### src/rtl/core/gbc_pkg.sv
// ----------------------------------------------------------------------------
// gbc_pkg
// Shared types and constants of the glyph blit compositor.
// ----------------------------------------------------------------------------
package gbc_pkg;

    localparam int MAX_COLUMNS = 256;
    localparam int MAX_ROWS    = 64;
    localparam int STORE_DEPTH = MAX_COLUMNS * MAX_ROWS;
    localparam int ADDR_W      = $clog2(STORE_DEPTH);
    localparam int COL_W       = $clog2(MAX_COLUMNS);
    localparam int ROW_W       = $clog2(MAX_ROWS);

    localparam int LW_W = 9;
    localparam int LR_W = 7;
    localparam int WC_W = ($clog2(MAX_COLUMNS + 1) > LW_W) ? $clog2(MAX_COLUMNS + 1) : LW_W;
    localparam int HC_W = ($clog2(MAX_ROWS + 1) > LR_W) ? $clog2(MAX_ROWS + 1) : LR_W;
    localparam int SX_W = (WC_W + 1 > 11) ? WC_W + 1 : 11;
    localparam int SY_W = (HC_W + 1 > 10) ? HC_W + 1 : 10;
    localparam int PROD_W = ROW_W + WC_W;

    localparam logic [1:0] KIND_CLEAR = 2'd0;
    localparam logic [1:0] KIND_GLYPH = 2'd1;
    localparam logic [1:0] KIND_READ  = 2'd2;

    localparam logic [1:0] REG_LINE_WIDTH = 2'd0;
    localparam logic [1:0] REG_LINE_ROWS  = 2'd1;
    localparam logic [1:0] REG_MONO_MODE  = 2'd2;

    localparam logic [8:0] RST_LINE_WIDTH = 9'd256;
    localparam logic [6:0] RST_LINE_ROWS  = 7'd64;

    localparam logic [7:0] PIX_SET  = 8'hff;
    localparam logic [7:0] PIX_ZERO = 8'h00;
    localparam logic [7:0] MONO_MSB = 8'h80;

    typedef enum logic [2:0] {
        ST_CLEAR,
        ST_IDLE,
        ST_ROW,
        ST_PIX,
        ST_GREY_WR,
        ST_READ,
        ST_DONE
    } state_t;

    typedef struct packed {
        logic [LW_W-1:0] line_width;
        logic [LR_W-1:0] line_rows;
        logic            mono_mode;
    } cfg_t;

    typedef struct packed {
        logic [1:0]        kind;
        logic signed [8:0] origin_x;
        logic signed [8:0] origin_y;
        logic [7:0]        src_col;
        logic [7:0]        src_row;
        logic [8:0]        glyph_width;
        logic [7:0]        src_byte;
        logic [13:0]       read_index;
    } item_t;

    typedef struct packed {
        logic              re;
        logic              we;
        logic [ADDR_W-1:0] addr;
        logic [7:0]        wdata;
    } mem_req_t;

    typedef struct packed {
        logic       done;
        logic [7:0] pixel_value;
        logic [3:0] pixels_written;
    } result_t;

endpackage

### src/rtl/core/gbc_ctrl.sv
// ----------------------------------------------------------------------------
// gbc_ctrl
// Sequencer: clearing, clipping, address generation, read-modify-write and reads of the store.
// ----------------------------------------------------------------------------
module gbc_ctrl (
    input  logic              aclk,
    input  logic              aresetn,
    input  gbc_pkg::cfg_t     cfg,
    input  logic              in_valid,
    input  gbc_pkg::item_t    in_item,
    output logic              in_ready,
    input  logic              out_free,
    input  logic [7:0]        rdata,
    output gbc_pkg::mem_req_t mem_req,
    output gbc_pkg::result_t  res
);
    import gbc_pkg::*;

    state_t state_reg, state_next;

    logic signed [8:0] ox_reg, ox_next;
    logic signed [8:0] oy_reg, oy_next;
    logic [7:0]        col_reg, col_next;
    logic [7:0]        row_reg, row_next;
    logic [8:0]        gw_reg, gw_next;
    logic [7:0]        byte_reg, byte_next;
    logic [2:0]        i_reg, i_next;
    logic              row_ok_reg, row_ok_next;
    logic [ADDR_W-1:0] row_base_reg, row_base_next;
    logic [ADDR_W-1:0] addr_reg, addr_next;
    logic [3:0]        count_reg, count_next;
    logic [7:0]        pix_reg, pix_next;
    logic [ADDR_W-1:0] clr_cnt_reg, clr_cnt_next;
    logic              clr_item_reg, clr_item_next;
    logic              rd_ok_reg, rd_ok_next;

    logic [WC_W-1:0]        w_eff;
    logic [HC_W-1:0]        h_eff;
    logic signed [SY_W-1:0] by_s;
    logic                   row_ok;
    logic [8:0]             gcol;
    logic signed [SX_W-1:0] bx_s;
    logic                   px_ok;
    logic [ADDR_W-1:0]      px_addr;
    logic                   mono_bit;
    logic                   clr_last;
    logic                   rd_in_range;

    always_comb begin
        w_eff = (WC_W'(cfg.line_width) > WC_W'(MAX_COLUMNS)) ? WC_W'(MAX_COLUMNS)
                                                             : WC_W'(cfg.line_width);
        h_eff = (HC_W'(cfg.line_rows) > HC_W'(MAX_ROWS)) ? HC_W'(MAX_ROWS)
                                                         : HC_W'(cfg.line_rows);
        by_s   = SY_W'(oy_reg) + SY_W'($signed({1'b0, row_reg}));
        row_ok = !by_s[SY_W-1] && ($unsigned(by_s) < SY_W'(h_eff));
        gcol   = {1'b0, col_reg} + 9'(i_reg);
        bx_s   = SX_W'(ox_reg) + SX_W'($signed({1'b0, gcol}));
        px_ok  = row_ok_reg && (gcol < gw_reg) && !bx_s[SX_W-1]
                 && ($unsigned(bx_s) < SX_W'(w_eff));
        px_addr  = row_base_reg + ADDR_W'(bx_s[COL_W-1:0]);
        mono_bit = |(byte_reg & (MONO_MSB >> i_reg));
        clr_last = (clr_cnt_reg == ADDR_W'(STORE_DEPTH - 1));
        rd_in_range = (32'(in_item.read_index) < 32'(STORE_DEPTH));
    end

    // next state
    always_comb begin
        state_next = state_reg;
        unique case (state_reg)
            ST_CLEAR: begin
                if (clr_last) begin
                    state_next = clr_item_reg ? ST_DONE : ST_IDLE;
                end
            end
            ST_IDLE: begin
                if (in_valid) begin
                    case (in_item.kind)
                        KIND_CLEAR: state_next = ST_CLEAR;
                        KIND_GLYPH: state_next = ST_ROW;
                        KIND_READ:  state_next = ST_READ;
                        default:    state_next = ST_DONE;
                    endcase
                end
            end
            ST_ROW: state_next = ST_PIX;
            ST_PIX: begin
                if (cfg.mono_mode) begin
                    if (i_reg == 3'd7) begin
                        state_next = ST_DONE;
                    end
                end else begin
                    state_next = px_ok ? ST_GREY_WR : ST_DONE;
                end
            end
            ST_GREY_WR: state_next = ST_DONE;
            ST_READ:    state_next = ST_DONE;
            ST_DONE: begin
                if (out_free) begin
                    state_next = ST_IDLE;
                end
            end
            default: state_next = ST_IDLE;
        endcase
    end

    // outputs and datapath
    always_comb begin
        in_ready      = 1'b0;
        mem_req       = '0;
        res.done      = 1'b0;
        ox_next       = ox_reg;
        oy_next       = oy_reg;
        col_next      = col_reg;
        row_next      = row_reg;
        gw_next       = gw_reg;
        byte_next     = byte_reg;
        i_next        = i_reg;
        row_ok_next   = row_ok_reg;
        row_base_next = row_base_reg;
        addr_next     = addr_reg;
        count_next    = count_reg;
        pix_next      = pix_reg;
        clr_cnt_next  = clr_cnt_reg;
        clr_item_next = clr_item_reg;
        rd_ok_next    = rd_ok_reg;
        unique case (state_reg)
            ST_CLEAR: begin
                mem_req.we    = 1'b1;
                mem_req.addr  = clr_cnt_reg;
                mem_req.wdata = PIX_ZERO;
                clr_cnt_next  = clr_cnt_reg + 1'b1;
            end
            ST_IDLE: begin
                in_ready = 1'b1;
                if (in_valid) begin
                    ox_next       = in_item.origin_x;
                    oy_next       = in_item.origin_y;
                    col_next      = in_item.src_col;
                    row_next      = in_item.src_row;
                    gw_next       = in_item.glyph_width;
                    byte_next     = in_item.src_byte;
                    i_next        = 3'd0;
                    count_next    = 4'd0;
                    pix_next      = PIX_ZERO;
                    clr_cnt_next  = '0;
                    clr_item_next = 1'b1;
                    rd_ok_next    = rd_in_range;
                    if (in_item.kind == KIND_READ) begin
                        mem_req.re   = 1'b1;
                        mem_req.addr = ADDR_W'(in_item.read_index);
                    end
                end
            end
            ST_ROW: begin
                row_ok_next   = row_ok;
                row_base_next = ADDR_W'(PROD_W'(by_s[ROW_W-1:0]) * PROD_W'(w_eff));
            end
            ST_PIX: begin
                if (cfg.mono_mode) begin
                    if (px_ok && mono_bit) begin
                        mem_req.we    = 1'b1;
                        mem_req.addr  = px_addr;
                        mem_req.wdata = PIX_SET;
                    end
                    count_next = count_reg + 4'(px_ok);
                    i_next     = i_reg + 3'd1;
                end else if (px_ok) begin
                    mem_req.re   = 1'b1;
                    mem_req.addr = px_addr;
                    addr_next    = px_addr;
                end
            end
            ST_GREY_WR: begin
                mem_req.we    = 1'b1;
                mem_req.addr  = addr_reg;
                mem_req.wdata = rdata | byte_reg;
                count_next    = 4'd1;
            end
            ST_READ: begin
                pix_next = rd_ok_reg ? rdata : PIX_ZERO;
            end
            ST_DONE: begin
                res.done = 1'b1;
            end
            default: begin
                in_ready = 1'b0;
            end
        endcase
        res.pixel_value    = pix_reg;
        res.pixels_written = count_reg;
    end

    always_ff @(posedge aclk) begin
        if (!aresetn) begin
            state_reg    <= ST_CLEAR;
            clr_cnt_reg  <= '0;
            clr_item_reg <= 1'b0;
        end else begin
            state_reg    <= state_next;
            clr_cnt_reg  <= clr_cnt_next;
            clr_item_reg <= clr_item_next;
        end
    end

    always_ff @(posedge aclk) begin
        ox_reg       <= ox_next;
        oy_reg       <= oy_next;
        col_reg      <= col_next;
        row_reg      <= row_next;
        gw_reg       <= gw_next;
        byte_reg     <= byte_next;
        i_reg        <= i_next;
        row_ok_reg   <= row_ok_next;
        row_base_reg <= row_base_next;
        addr_reg     <= addr_next;
        count_reg    <= count_next;
        pix_reg      <= pix_next;
        rd_ok_reg    <= rd_ok_next;
    end

endmodule

### config.mk
export PLATFORM = sky130hd
export DESIGN_NAME = gbc_ctrl
export DESIGN_NICKNAME = d
export VERILOG_FILES = /design/src/rtl/core/gbc_pkg.sv /design/src/rtl/core/gbc_ctrl.sv
export SDC_FILE = /design/constraint.sdc
export NUM_CORES = 1
export LEC_CHECK = 0
export BUFFER_PORTS_ARGS = -buffer_cell sky130_fd_sc_hd__buf_2
export CORE_ASPECT_RATIO = 1.1
export CORE_MARGIN = 2
export CORE_UTILIZATION = 50
export DETAILED_ROUTE_END_ITERATION = 8
export GPL_TIMING_DRIVEN = 0
export PLACE_DENSITY = 0.72
export SLEW_MARGIN = 10
export SYNTH_ARGS = -nofsm -noshare
export SYNTH_HDL_FRONTEND = slang
export SYNTH_SLANG_ARGS = --single-unit
### constraint.sdc
create_clock -name aclk -period 13.15 [get_ports aclk]
set_input_delay 2.63 -clock aclk [delete_from_list [all_inputs] [get_ports aclk]]
set_output_delay 2.63 -clock aclk [all_outputs]
set_load 0.01 [all_outputs]
# Word-level counts from Yosys, hierarchy flattened

Cells that the tools add are included.

Word-level logic and storage cells: 108
Register bits after elaboration: 113

Muxes and demuxes: 38
Order comparisons: 5
Shift operators: 1
Eq/ne operators: 15
Bitwise logic cells: 3
Add/subtract/negate cells: 7
Multipliers: 1
Reduce and logical (&&, ||, !) cells: 23

Operators by type and width:

| operator                                       | number |
|---|---|
| 2-to-1 mux 14 bit                              | 5 |
| case mux 14 bit (4 select lines)               | 1 |
| case mux 8 bit (2 select lines)                | 2 |
| case mux 14 bit (2 select lines)               | 1 |
| 2-to-1 mux 3 bit                               | 8 |
| 2-to-1 mux 23 bit                              | 1 |
| case mux 3 bit (6 select lines)                | 1 |
| 2-to-1 mux 8 bit                               | 2 |
| adder 14 x 1 -> 14 bit (second input constant) | 1 |
| adder 14 x 8 -> 14 bit                         | 1 |
| == test 14 bit (second input constant)         | 1 |
| multiplier 6 x 9 -> 14 bit                     | 1 |
| == test 3 bit (second input constant)          | 4 |
| case mux 4 bit (3 select lines)                | 1 |
| adder 9 x 10 -> 11 bit                         | 1 |
| < comparator 11 x 9 -> 1 bit                   | 1 |
| adder 9 x 9 -> 10 bit                          | 1 |
| < comparator 10 x 7 -> 1 bit                   | 1 |
| adder 8 x 3 -> 9 bit                           | 1 |
| > comparator 9 bit (second input constant)     | 1 |
| < comparator 9 bit                             | 1 |
| 2-to-1 mux 9 bit                               | 1 |
| case mux 3 bit (3 select lines)                | 1 |
| AND reduction 3 bit                            | 3 |
| other kinds (29)                               | 51 |

# Longest topological paths before layout

Depth after elaboration: 9
Gate-level depth with buffers: 24
Gate-level depth less buffers: 24

# Worst setup path after synthesis

Ideal clock, no wire load.

Kind: input to output
Start point: input cfg[16] (netlist name)
End point: output mem_req[14] (netlist name)
Slack: 5757 ps
Stages: 10
Path buffers: 1
Data required time: 10520 ps
Arrival time: 4763 ps
Cell sequence: clkbuf_1 > nor2b_1 > inv_1 > ha_1 > a22oi_1 > o211ai_1 > a211oi_1 > nand3_1 > or4b_4 > o31ai_1

RTL lines:

| item            | RTL line       | source |
|---|---|---|
| start, declared | gbc_ctrl.sv:8  | `input gbc_pkg::cfg_t cfg,` |
| end, declared   | gbc_ctrl.sv:14 | `output gbc_pkg::mem_req_t mem_req,` |

==> summary.txt <==
Outcome
  • Outcome: complete, no violations

Global route
  • Largest net degree at the start of global routing: 31
  • GRT Total Usage: 19.94%
  • Grt ovf: 0
  • First-pass GRT wire length: 27190 microns
  • Vias in the first global route: approximately 6.0k
  • Initial antenna violation count: 0

Detailed routing
  • First DRT Iteration DRCs: 443
  • Post-DRT Antenna Nets: 0
  • DRC viols: 0
  • Vias per Instance: 5.376
  • Via count: 6139
  • Detailed Route WL: roughly 17000 microns
  • Routed wire per std cell: ~15 microns
  • Number of detailed-route iterations in the first pass: 6

Clock network
  • Root buf cell: clkbuf_16
  • Reg clk slew, reported paths: 0.05 ns
  • CTS H-tree lvls: 4
  • Clk sinks: 113
  • Clk buf depth: 2
  • Setup Fix Bufs, Post-CTS: 0
  • Resized cells post-CTS: 0
  • Skew-Pair Late Insertion Delay: 0.43 ns
  • # hold bufs at CTS: 0
  • CTS tree: yes
  • Inserted Clock Buffers: 17

STA
  • Max Freq: 120.9 MHz
  • Final Cycle Share: 62.88%
  • Final Skew: ~0.017 ns
  • Worst slew margin: 41.27%
  • Actual slew at the worst max-slew pin: 0.8791 ns
  • Minimum clock period: 8.268 ns
  • Final setup violation count: 0
  • Pins Over Slew Limit: 0
  • RSZ-0062 raised after global routing: false
  • Hold Violations, Final: 0
  • Setup TNS after final layout: 0 ns
  • Hold WS: 0.5042 ns

Cells and area
  • Commonest non-fill, non-tap cells in the layout: 135 x buf_2, 95 x edfxtp_1, 83 x ha_1, 80 x inv_1, 74 x nand2_1
  • Filler Cell Count: about 1.3k
  • Layout area overhead: 19.67%
  • Fin nets: 1140
  • Layout Cells excl Fill: around 1.1k
  • Diode count: 0
  • Fraction of layout cells with a size suffix above 1: 20.38%
  • Most common cell after layout, fill and taps aside: buf_2

Setup path
  • Reg2reg path depth: 19
  • Worst Setup Path Type: input pin to output pin
  • Startpoint Class: input pin
  • Crit. End Element: output pin
  • Delay-heaviest family, CP: simple AND/OR/NAND/NOR gates
  • CP max FO: 10
  • Buf+Inv Stages, Crit Path: 4
  • Slowest cell on crit path: or4b_4
  • Crit-path cells: buf_2 -> clkbuf_1 -> nor2b_1 -> inv_1 -> ha_1 -> a22oi_1 -> o211ai_1 -> a211oi_1 -> nand3_1 -> or4b_4 -> o31ai_1 -> buf_2
  • Crit-path max cell delay: 0.61 ns
  • R2R Path Start: oy_reg[1]
  • Most Frequent Cell on Critical Path: buf_2
  • Reg2Reg Setup Slack: 7.70 ns
  • Worst Path Required: 10.52 ns
  • Reg-to-Reg End: row_base_reg[12]
  • Critical path arrival: 5.64 ns

Power and ir drop
  • Static leakage: 4.256 nW
  • Maximum vdd drop: 0.09403 mV
  • P per Cell Area: approximately 98 nW/um^2

Floorplan
  • CORE AREA: 15740 sq um
  • Die height: 136.9 microns
  • Site row count: 48
  • Starting Density: 51.06%
  • # IOs: 134
  • Die footprint: around 17000 sq um
  • Die X: 124.9 microns

Worst hold path
  • Hold crit path type: register to register
  • Hold endpoint: clr_item_reg
  • Hold Path Cell Cnt: 2
  • Hold_sp: clr_item_reg

Flow run
  • Max-capacitance violation count: 0

Synthesis
  • Flops & latches, synth: approximately 110
  • Avg Cell Area, Syn: 10.38 sq um
  • Syn Nets: 985
  • Synth Cell Area: 8034 sq um
  • Sequential share of the synthesized area: 39.99%
  • Synth Flop Type: edfxtp_1
  • EDFF count, synth: 95
  • Synth cell types: between 60 and 70
  • Post-Synthesis Cells: roughly 770
  • Async SR Flop Fraction: 0%
  • Synth Warn #: 0

Place
  • Detailed Place HPWL: 13310 microns
  • Routability cong.: 0.8516
  • Input/output buffers: roughly 130
  • Placed cells: approximately 1.1k
routing by layer:
metal  track usage (%)  up-vias  wire length, microns  part of all wire, %
li1                  -     3071                     -                    -
met1             24.15     2855                  7279                   43
met2             34.85      191                  8321                   49
met3             4.691       22                  1097                  6.5
met4             7.593        0                   254                  1.5
met5                 0        -                     0                    0
how the worst max path moves through the flow:
stage / startpoint / to / slack [ns] / cells after the start
3_5_place_dp: cfg[16] / mem_req[14] / 4.85 / 12
4_1_cts: cfg[16] / mem_req[14] / 4.84 / 12
5_1_grt: cfg[16] / mem_req[15] / 4.64 / 13
3_3_place_gp: cfg[16] / mem_req[14] / 4.85 / 12
2_1_floorplan: cfg[16] / mem_req[14] / 5.76 / 10
6_report: cfg[16] / mem_req[14] / 4.88 / 12
layout make-up:
cell class	instances	area, sq um	share of cell area, %
flip-flops and latches	113	3213	33.42
clock inverters	13	186.4	1.939
repair buffers	136	700.7	7.288
plain buffers	17	73.82	0.7678
clock buffers	19	432.9	4.503
multi-input cells	563	4453	46.32
well taps	200	250.2	2.603
inverters	81	304.0	3.162
through the flow:
stage	instance area (sq um)	utilization [%]	worst slack [ns]	power, mW
floorplan	8034	-	5.757	0.4450
detailed placement	8995	57.16	4.846	0.4729
finish	9614	61.10	4.882	0.9441
global route	9614	61.10	4.642	0.9764
global placement	8950	56.88	4.846	0.4707
CTS	9614	61.10	4.844	0.9528
logic make-up after synthesis:
logic type / share of synthesized area [%]
xor+xnor: 5.887
mux: 0.3738
compound gates: 13.55
buf+inv: 4.703
fa+ha+maj: 20.90
flops: 39.99
simple gates: 14.59
worst reg2reg max path, cell delays in order, from the launching register on:
cell      delay (ns)
edfxtp_1        0.42
ha_1            0.33
a211oi_1        0.09
o21bai_1        0.25
and2_1          0.19
nor2_1          0.05
xnor2_1         0.64
nand2_1         0.17
fa_1            0.58
inv_1           0.06
fa_1            0.53
inv_1           0.06
fa_1            0.53
inv_1           0.04
ha_1            0.31
or2_2           0.31
o31a_1          0.12
a31o_2          0.24
a21oi_1         0.17
xnor2_1         0.10
cells in the mapped netlist (6+ instances only):
library cell   n  share of area, %
a21o_1        12               1.1
a21oi_1       31               1.9
a222oi_1      17               2.1
and2_1        32               2.5
clkbuf_1      13              0.61
dfxtp_1       18               4.5
edfxtp_1      95                36
fa_1          32               8.0
ha_1          83                13
inv_1         81               3.8
nand2_1       74               3.5
nand3_1       17               1.1
nor2_1        57               2.7
nor2b_1       12              0.93
nor3_1         6              0.37
o211ai_1       6              0.56
o21a_1         7              0.65
o21ai_0       27               1.7
o21ai_2       10               1.1
o31ai_1        7              0.65
or2_2          7              0.55
xnor2_1       31               3.4
xor2_1        23               2.5
power by group:
group | leakage [nW] | total (mW) | internal [mW] | switching, mW
registers | 0.988 | 0.390 | 0.389 | 0.00106
clock network | 0.290 | 0.478 | 0.316 | 0.162
logic | 2.98 | 0.0754 | 0.0364 | 0.0390
No activity file was read; power rests on OpenSTA's default activity.
